**config.mk**
```make
export PLATFORM = sky130hd
export DESIGN_NAME = gf2css_ctrl
export DESIGN_NICKNAME = d
export VERILOG_FILES = /design/src/rtl/core/gf2css_pkg.sv /design/src/rtl/core/gf2css_ctrl.sv
export SDC_FILE = /design/constraint.sdc
export NUM_CORES = 1
export LEC_CHECK = 0
export ABC_AREA = 1
export BUFFER_PORTS_ARGS = -buffer_cell sky130_fd_sc_hd__buf_4
export CAP_MARGIN = 20
export CORE_MARGIN = 3
export CORE_UTILIZATION = 45
export CTS_BUF_LIST = sky130_fd_sc_hd__clkbuf_16
export CTS_CLUSTER_SIZE = 30
export DETAILED_ROUTE_END_ITERATION = 8
export GPL_ROUTABILITY_DRIVEN = 0
export PLACE_DENSITY = 0.76
export RECOVER_POWER = 25
export SETUP_SLACK_MARGIN = 0.02
export SYNTH_ARGS = -nofsm -noshare
export SYNTH_HDL_FRONTEND = slang
export SYNTH_SLANG_ARGS = --single-unit
```
**constraint.sdc**
```tcl
create_clock -name aclk -period 2.9 [get_ports aclk]
set_input_delay 0.435 -clock aclk [delete_from_list [all_inputs] [get_ports aclk]]
set_output_delay 0.435 -clock aclk [all_outputs]
set_load 0.005 [all_outputs]
```
**src/rtl/core/gf2css_pkg.sv**
```systemverilog
// Shared types and constants of the GF(2) CSS code checker.
`default_nettype none
package gf2css_pkg;

    localparam int CFG_IDX_W = 3;
    localparam int CFG_DATA_W = 6;
    localparam int ROW_W = 32;
    localparam int COUNT_W = 6;

    localparam logic [CFG_IDX_W-1:0] REG_CODE_LENGTH  = 3'd0;
    localparam logic [CFG_IDX_W-1:0] REG_STAB_X_ROWS  = 3'd1;
    localparam logic [CFG_IDX_W-1:0] REG_STAB_Z_ROWS  = 3'd2;
    localparam logic [CFG_IDX_W-1:0] REG_LOGIC_X_ROWS = 3'd3;
    localparam logic [CFG_IDX_W-1:0] REG_LOGIC_Z_ROWS = 3'd4;

    localparam logic OP_LOAD  = 1'b0;
    localparam logic OP_CHECK = 1'b1;

    localparam logic [1:0] MAT_STAB_X  = 2'd0;
    localparam logic [1:0] MAT_STAB_Z  = 2'd1;
    localparam logic [1:0] MAT_LOGIC_X = 2'd2;
    localparam logic [1:0] MAT_LOGIC_Z = 2'd3;

    localparam logic [2:0] VERDICT_VALID    = 3'd0;
    localparam logic [2:0] VERDICT_XZ       = 3'd1;
    localparam logic [2:0] VERDICT_X_LZ     = 3'd2;
    localparam logic [2:0] VERDICT_Z_LX     = 3'd3;
    localparam logic [2:0] VERDICT_RANK_SUM = 3'd4;
    localparam logic [2:0] VERDICT_LOGIC    = 3'd5;

    typedef struct packed {
        logic        op;
        logic [1:0]  matrix_select;
        logic [4:0]  row_index;
        logic [31:0] row_bits;
    } in_beat_t;

    typedef struct packed {
        logic [2:0] verdict;
        logic [5:0] rank_stab_x;
        logic [5:0] rank_stab_z;
        logic [5:0] rank_logic_x;
        logic [5:0] rank_logic_z;
    } out_beat_t;

    // Commands from the controller to the datapath.
    typedef struct packed {
        logic       load;        // write input row into store
        logic       pair_start;  // reset pair counters for product pair
        logic [1:0] mat_a;
        logic [1:0] mat_b;
        logic       rank_start;  // copy matrix into scratch, set up elimination
        logic [1:0] rank_mat;
        logic       fail_set;
        logic [2:0] fail_code;
        logic       finish;      // compute verdict into output register
    } dp_cmd_t;

    typedef struct packed {
        logic pair_done;
        logic pair_odd;   // an odd parity pair was seen
        logic rank_done;
    } dp_status_t;

endpackage
`default_nettype wire

```
**src/rtl/core/gf2css_ctrl.sv**
```systemverilog
// Controller state machine sequencing loads, product tests, ranks and the result beat.
`default_nettype none
module gf2css_ctrl (
    input  wire logic                   aclk,
    input  wire logic                   aresetn,
    input  wire logic                   s_valid,
    output logic                        s_ready,
    input  wire logic                   s_op,
    output logic                        m_valid,
    input  wire logic                   m_ready,
    output gf2css_pkg::dp_cmd_t         cmd,
    input  wire gf2css_pkg::dp_status_t status
);
    typedef enum logic [7:0] {
        ST_IDLE    = 8'b00000001,
        ST_PAIR    = 8'b00000010,
        ST_PWAIT   = 8'b00000100,
        ST_RANK    = 8'b00001000,
        ST_RWAIT   = 8'b00010000,
        ST_FINISH  = 8'b00100000,
        ST_OUT     = 8'b01000000,
        ST_GAP     = 8'b10000000
    } state_t;

    state_t state_reg, state_next;
    logic [1:0] step_reg, step_next;
    logic m_valid_reg, m_valid_next;

    always_comb begin
        state_next = state_reg;
        step_next = step_reg;
        m_valid_next = m_valid_reg;
        cmd = '0;
        s_ready = (state_reg == ST_IDLE) && !m_valid_reg;
        case (step_reg)
            2'd0: begin
                cmd.mat_a = gf2css_pkg::MAT_STAB_X;
                cmd.mat_b = gf2css_pkg::MAT_STAB_Z;
                cmd.fail_code = gf2css_pkg::VERDICT_XZ;
            end
            2'd1: begin
                cmd.mat_a = gf2css_pkg::MAT_STAB_X;
                cmd.mat_b = gf2css_pkg::MAT_LOGIC_Z;
                cmd.fail_code = gf2css_pkg::VERDICT_X_LZ;
            end
            default: begin
                cmd.mat_a = gf2css_pkg::MAT_STAB_Z;
                cmd.mat_b = gf2css_pkg::MAT_LOGIC_X;
                cmd.fail_code = gf2css_pkg::VERDICT_Z_LX;
            end
        endcase
        cmd.rank_mat = step_reg;
        if (m_valid_reg && m_ready) begin
            m_valid_next = 1'b0;
        end
        case (state_reg)
            ST_IDLE: begin
                if (s_valid && s_ready) begin
                    if (s_op == gf2css_pkg::OP_LOAD) begin
                        cmd.load = 1'b1;
                    end else begin
                        step_next = 2'd0;
                        state_next = ST_PAIR;
                    end
                end
            end
            ST_PAIR: begin
                cmd.pair_start = 1'b1;
                state_next = ST_GAP;
            end
            ST_GAP: state_next = ST_PWAIT;
            ST_PWAIT: begin
                if (status.pair_done) begin
                    cmd.fail_set = status.pair_odd;
                    if (step_reg == 2'd2) begin
                        step_next = 2'd0;
                        state_next = ST_RANK;
                    end else begin
                        step_next = step_reg + 2'd1;
                        state_next = ST_PAIR;
                    end
                end
            end
            ST_RANK: begin
                cmd.rank_start = 1'b1;
                state_next = ST_RWAIT;
            end
            ST_RWAIT: begin
                if (status.rank_done) begin
                    if (step_reg == 2'd3) begin
                        state_next = ST_FINISH;
                    end else begin
                        step_next = step_reg + 2'd1;
                        state_next = ST_RANK;
                    end
                end
            end
            ST_FINISH: begin
                cmd.finish = 1'b1;
                state_next = ST_OUT;
            end
            ST_OUT: begin
                m_valid_next = 1'b1;
                state_next = ST_IDLE;
            end
            default: state_next = ST_IDLE;
        endcase
    end

    always_ff @(posedge aclk) begin
        if (!aresetn) begin
            state_reg <= ST_IDLE;
            step_reg <= 2'd0;
            m_valid_reg <= 1'b0;
        end else begin
            state_reg <= state_next;
            step_reg <= step_next;
            m_valid_reg <= m_valid_next;
        end
    end

    assign m_valid = m_valid_reg;

endmodule
`default_nettype wire

```
## Yosys cells after proc, flatten, opt, wreduce, memory -nomap -nowiden

Index checks and enable logic that the tools add are counted.

- Bits in registers: 11
- Input port bits: 8
- Output and inout bits: 16

- Add/sub/neg operators: 1
- Equal/unequal tests: 16
- Muxes and demuxes: 26
- Reduce and logical (&&, ||, !) cells: 9

Operators with widths:

| cell | number |
|---|---|
| $pmux 8 s7 | 1 |
| $mux 8 | 4 |
| $mux 2 | 6 |
| $mux 1 | 10 |
| $eq 8x1->1 const B | 1 |
| $eq 8x2->1 const B | 1 |
| $eq 8x3->1 const B | 1 |
| $eq 8x4->1 const B | 1 |
| $eq 8x5->1 const B | 1 |
| $eq 8x6->1 const B | 1 |
| $eq 8x7->1 const B | 1 |
| $eq 8x8->1 const B | 1 |
| $ne 2x2->1 const B | 4 |
| $mux 6 | 1 |
| $pmux 2 s3 | 1 |
| $pmux 3 s2 | 1 |
| $reduce_and 6->1 | 1 |
| $eq 2x2->1 const B | 2 |
| $mux 4 | 1 |
| $pmux 2 s2 | 1 |
| $reduce_and 4->1 | 1 |
| $logic_and 1x1->1 | 3 |
| $reduce_bool 3->1 | 1 |
| $add 2x1->2 const B | 1 |
| other kinds (5) | 5 |

## Logic depth before layout (Yosys ltp)

Gate-level depths: netlist (run 1).

- Depth in word-level cells: 5
- Mapped depth: 10
- Gate-level depth less buffers: 10

## Worst setup path after synthesis (run 1)

No wires, ideal clock.

- Kind: flip-flop to output port
- Start point: reg state_reg[4]
- End point: out cmd[13] in the netlist's numbering
- Arrival time: 0.932 ns
- Required time: 2.465 ns
- Slack: 1.533 ns
- Cell stages (with the launch flop): 6
- Buffers on the path: 0
- Path through: dfxtp_1 > nor2_2 > nand2_2 > inv_4 > nand2_1 > nor4_1

RTL lines:

| item | RTL line | source |
|---|---|---|
| from (decl) | gf2css_ctrl.sv:25 | `state_t state_reg, state_next;` |
| from (signal assigned) | gf2css_ctrl.sv:116 | `state_reg <= state_next;` |
| to (decl) | gf2css_ctrl.sv:11 | `output gf2css_pkg::dp_cmd_t cmd,` |

==> results of run 1 <==
## path summary, 6_finish.rpt
check,from,end,cells past startpoint
setup / recovery,state_reg[4],cmd[13],6
setup reg to reg,state_reg[4],step_reg[1],10
hold reg to reg,m_valid,m_valid,2
hold / removal,aresetn,state_reg[0],2
## per-layer routing
layer,wire length [um],vias up,GRT usage
met5,0,-,0
met4,57,0,0.104
met3,91,7,0.0520
met2,928,23,0.279
met1,731,362,0.184
li1,-,418,-
## stage by stage
step	power, uW	setup WS (ns)
2_1_floorplan	560	1.53
3_3_place_gp	736	1.38
3_5_place_dp	744	1.35
4_1_cts	998	1.07
5_1_grt	1070	0.910
6_report	982	0.979
## cell usage in the layout, fill, tap and decap left out, drive strengths merged
master  netlist  routed
nand2        28      28
inv          25      26
nor2         26      26
buf           3      20
dfxtp        11      11
nand3         8       8
ha            6       6
a21oi         5       5
clkbuf        0       4
o21ai         3       3
nor3          2       2
conb          1       2
nor4          1       1
nand3b        1       1
nand4         1       1
o22ai         1       1
a31oi         1       1
o211ai        1       1
## kinds of logic (layout without fill, tap and decap cells)
kind of cell | Yosys count | in the layout
and+or+nand+nor | 67 | 67
buffers and inverters | 28 | 50
AOI/OAI and AO/OA | 11 | 11
DFF | 11 | 11
adders and majority gates | 6 | 6
other | 1 | 2
## report_power, final
group	internal [uW]	total (uW)	switching (uW)
Clock	181	247	66.1
Combinational	227	519	292
Sequential	181	216	35.0
## area by class of cell
type | instances | area, um2
Clock buffer | 3 | 75.1
Timing Repair Buffer | 21 | 158
Multi-Input combinational cell | 86 | 492
Tap cell | 24 | 30.0
Sequential cell | 11 | 220
Inverter | 25 | 96.3
Fill cell | 139 | 554
Clock inverter | 1 | 3.75
==> flow_summary.toml, run 1 <==
[run_status]
status = "finished, final reports clean"

[power_and_ir_drop]
max-vdd-ir-drop_v = 0.000513
p_leak_uw = 0.000546
p_per_area_mw_per_mm2 = 914

[finish]
largest_register_ffs = 8
stdcell_area_mm2 = 0.00107
post-route-util = 0.660
drive_above_1_share = 0.327
syn2layout_area_growth_pct = 28.8
final_cells = 171
n_antenna_cell = 0
layout.nets = 162

[worst_setup_path]
timing.critical_path.mode_cell = "nand2_1"
worst-path-max-fanout = 6
slowest_stage = "dfxtp_1"
crit_type = "reg2out"
cpPeakStageDelay_ns = 0.32
cpLargestDelayFamily = "simple AND/OR/NAND/NOR gates"
crit_path_start_kind = "register"
path_cells = "nor2_1 > nand2_1 > inv_4 > nand2_1 > nor4_1 > buf_4"
worstPathRequired_ns = 2.47
cp_data_arrival_time_ns = 1.49
critPathBufInv = 2
worstSetupEndpointType = "output pin"
r2r_slack_ns = 1.48

[route]
drc = 0
vias = 810
antenna_left = 0
wire_per_inst_um = 10.6
drt-total-wl_mm = 1.81
via_per_inst = 4.74
first_pass_iters = 4
first_iter_violations = 16

[place]
portBuffers = 21
dpl_cell_area_mm2 = 0.00100
dp.cells = 167
hpwl_mm = 1.49

[floorplanning]
core-area_mm2 = 0.00163
num_rows = 14
io_pins = 24
initial_core_util = 0.512
die_area_mm2 = 0.00241
die_x_um = 49.1
fp.dieH_um = 49.1

[sta]
finalClockSkew_ns = 0.000702
drv_slew = 0
timing.fmax_ghz = 0.521
tns_ns = 0
min_period_ns = 1.92
rsz0062_at_grt = "false"
hold_violations = 0
finalCritPeriodShare = 0.662
whs_ns = 0.442
setup_violations = 0

[clocking]
cts_tree = "yes"
cts_buffers = 3
root_buffer = "clkbuf_16"
cts_setup_buffers = 0
clkTransAtPathRegs_ns = 0.04
post_cts_resize_count = 0
clk-insertion-delay-late_ns = 0.24
cts_buffer_depth = 2
ctsHoldBuffers = 0
htreeDepth = 1
clock-sinks = 11

[synth]
synth_cells = 124
synth_most_common_cell = "inv_1"
avgSynthCellArea_um2 = 6.73
yosysTopAreaCell = "dfxtp_1"
synth_cell_types = 25
async_reset_ff_frac = 0
synthMuxAreaShare = 0
synthAdderAreaFrac = 0.0900
synth-seq-area-share = 0.264
synth_area_um2 = 835
synth_area_leaders = "dfxtp_1, ha_1, inv_1"
synth.top_cell.area_share = 0.264
synth_compound_area_frac = 0.0720
ys_ff_latch = 11
ys.flop_type = "dfxtp_1"
synthTopCellsByCount = "inv_1, nand2_1, nor2_1"
synth_xor_area_frac = 0
synthSimpleGateAreaFrac = 0.427
synth_top_family_by_area = "simple AND/OR/NAND/NOR gates"
ys_warn_count = 0
synth-edff-count = 0

[global_routing]
grt_pass1_wl_mm = 3.13
antenna_found_initial = 0
grt_max_degree = 9
grt_overflow_total = 0
grtUsageTotal = 0.168
grt_pass1_vias = 751

[hold_path]
worstHoldPathType = "in2reg"

[flow_run]
drv_cap = 0
Note: power is estimated with default switching activity, not from simulation.
==> inputs of run 2 (changes only) <==
--- a/config.mk
+++ b/config.mk
@@ -14,7 +14,7 @@
 export CTS_CLUSTER_SIZE = 30
 export DETAILED_ROUTE_END_ITERATION = 8
 export GPL_ROUTABILITY_DRIVEN = 0
-export PLACE_DENSITY = 0.76
+export PLACE_DENSITY = 0.78
 export RECOVER_POWER = 25
 export SETUP_SLACK_MARGIN = 0.02
 export SYNTH_ARGS = -nofsm -noshare
==> constraint.sdc (replaced) <==
create_clock -name aclk -period 1.7 [get_ports aclk]
set_input_delay 0.255 -clock aclk [delete_from_list [all_inputs] [get_ports aclk]]
set_output_delay 0.255 -clock aclk [all_outputs]
set_load 0.005 [all_outputs]
==> flow_summary.toml, run 2 (synthesized netlist as in run 1, its figures left out) <==
[run_status]
status = "finished, final reports clean"

[clocking]
clk-insertion-delay-late_ns = 0.24
cts_buffers = 3
cts_buffer_depth = 2
clock-sinks = 11
ctsHoldBuffers = 0
clkTransAtPathRegs_ns = 0.04
cts_tree = "yes"
root_buffer = "clkbuf_16"
htreeDepth = 1

[floorplanning]
num_rows = 14
die_x_um = 49.1
fp.dieH_um = 49.1
die_area_mm2 = 0.00241
core-area_mm2 = 0.00163
io_pins = 24
initial_core_util = 0.512

[worst_setup_path]
crit_path_start_kind = "register"
crit_type = "reg2out"
cp_data_arrival_time_ns = 1.37
worstPathRequired_ns = 1.44
worstSetupEndpointType = "output pin"
worst-path-max-fanout = 4

[power_and_ir_drop]
p_per_area_mw_per_mm2 = 1540
max-vdd-ir-drop_v = 0.000991
p_seq_frac = 0.216
switching_share = 0.410
p_leak_uw = 0.000561
pwr-share-clk = 0.249
comb_power_share = 0.535
power.total_uw = 1720
p_sw_uw = 707
internal-power_uw = 1020

[sta]
drv_slew = 0
min_period_ns = 1.63
rsz0062_at_grt = "false"
timing.fmax_ghz = 0.614
hold_violations = 0
finalCritPeriodShare = 0.958
setup_violations = 0
finalClockSkew_ns = 0.00435
tns_ns = 0

[place]
portBuffers = 21
dpl_cell_area_mm2 = 0.00100
hpwl_mm = 1.56

[finish]
multi_input_area_um2 = 510
fillers = 139
layout_common_cells = "inv_1, buf_4, nor2_1, nand2_1, dfxtp_1"
drive_above_1_share = 0.373
stdcell_area_mm2 = 0.00112
n_antenna_cell = 0
post-route-util = 0.686
syn2layout_area_growth_pct = 33.9
layout.nets = 165
largest_register_ffs = 8
register_area_um2 = 221

[route]
drc = 0
first_iter_violations = 36
drt-total-wl_mm = 1.99
vias = 844
antenna_left = 0
first_pass_iters = 4
via_per_inst = 4.85
wire_per_inst_um = 11.5

[global_routing]
grt_pass1_vias = 742
grt_max_degree = 9
grt_pass1_wl_mm = 3.08
antenna_found_initial = 0
grt_overflow_total = 0
grtUsageTotal = 0.165

[flow_run]
drv_cap = 0

[hold_path]
worstHoldPathType = "in2reg"
==> run 2: cell types whose count changed in the layout (fill, tap and decap cells not counted), sizes merged <==
cell,before,now
clkbuf,4,6
buf,20,21
==> run 2: timing repair <==
item	CTS	global route
setup buffers	0	3
gates resized for setup	0	4
endpoints found under the setup margin	0	1
==> run 2: metrics by stage <==
step | instances | worst slack [ns] | hold WS, ns
after CTS | 171 | 0.0581 | 0.256
after detailed placement | 167 | 0.331 | 0.499
after floorplan | 125 | 0.473 | 0.354
after global routing | 174 | 0.0193 | 0.253
final | 174 | 0.0714 | 0.258
after global placement | 167 | 0.365 | 0.498
==> run 2: path summary, 6_finish.rpt <==
check / start / endpoint / slack, ns / cells after the start
hold / removal: aresetn / state_reg[0] / 0.26 / 2
setup reg to reg: state_reg[6] / state_reg[5] / 0.30 / 10
setup / recovery: state_reg[4] / cmd[13] / 0.07 / 6
hold reg to reg: m_valid / m_valid / 0.54 / 2
==> run 2: power by group through the flow <==
stage	Sequential [uW]	Combinational, uW	Clock (uW)
finish	372	922	430
global route	380	1020	446
CTS	371	911	431
detailed placement	375	904	0
global placement	373	884	0
floorplan	364	592	0
==> run 2: metal layers <==
layer  share of wire  vias up  track usage
met1            0.44      387        0.169
met3           0.041        2       0.0459
li1                -      431            -
met4          0.0055        0       0.0569
met2            0.51       24        0.315
met5               0        -            0
==> run 2: final cells by class <==
class | instances | area share
timing repair buffer | 24 | 0.161
inverter | 25 | 0.0862
clock inverter | 1 | 0.00336
sequential | 11 | 0.198
multi-input combinational | 86 | 0.457
clock buffer | 3 | 0.0672
tap | 24 | 0.0269
==> run 2: critical path, stage by stage, from the launching register on <==
cell	delay, ns
dfxtp_2	0.33
nor2_2	0.15
nand2_2	0.10
inv_4	0.08
nand2_2	0.07
nor4_2	0.23
buf_4	0.15
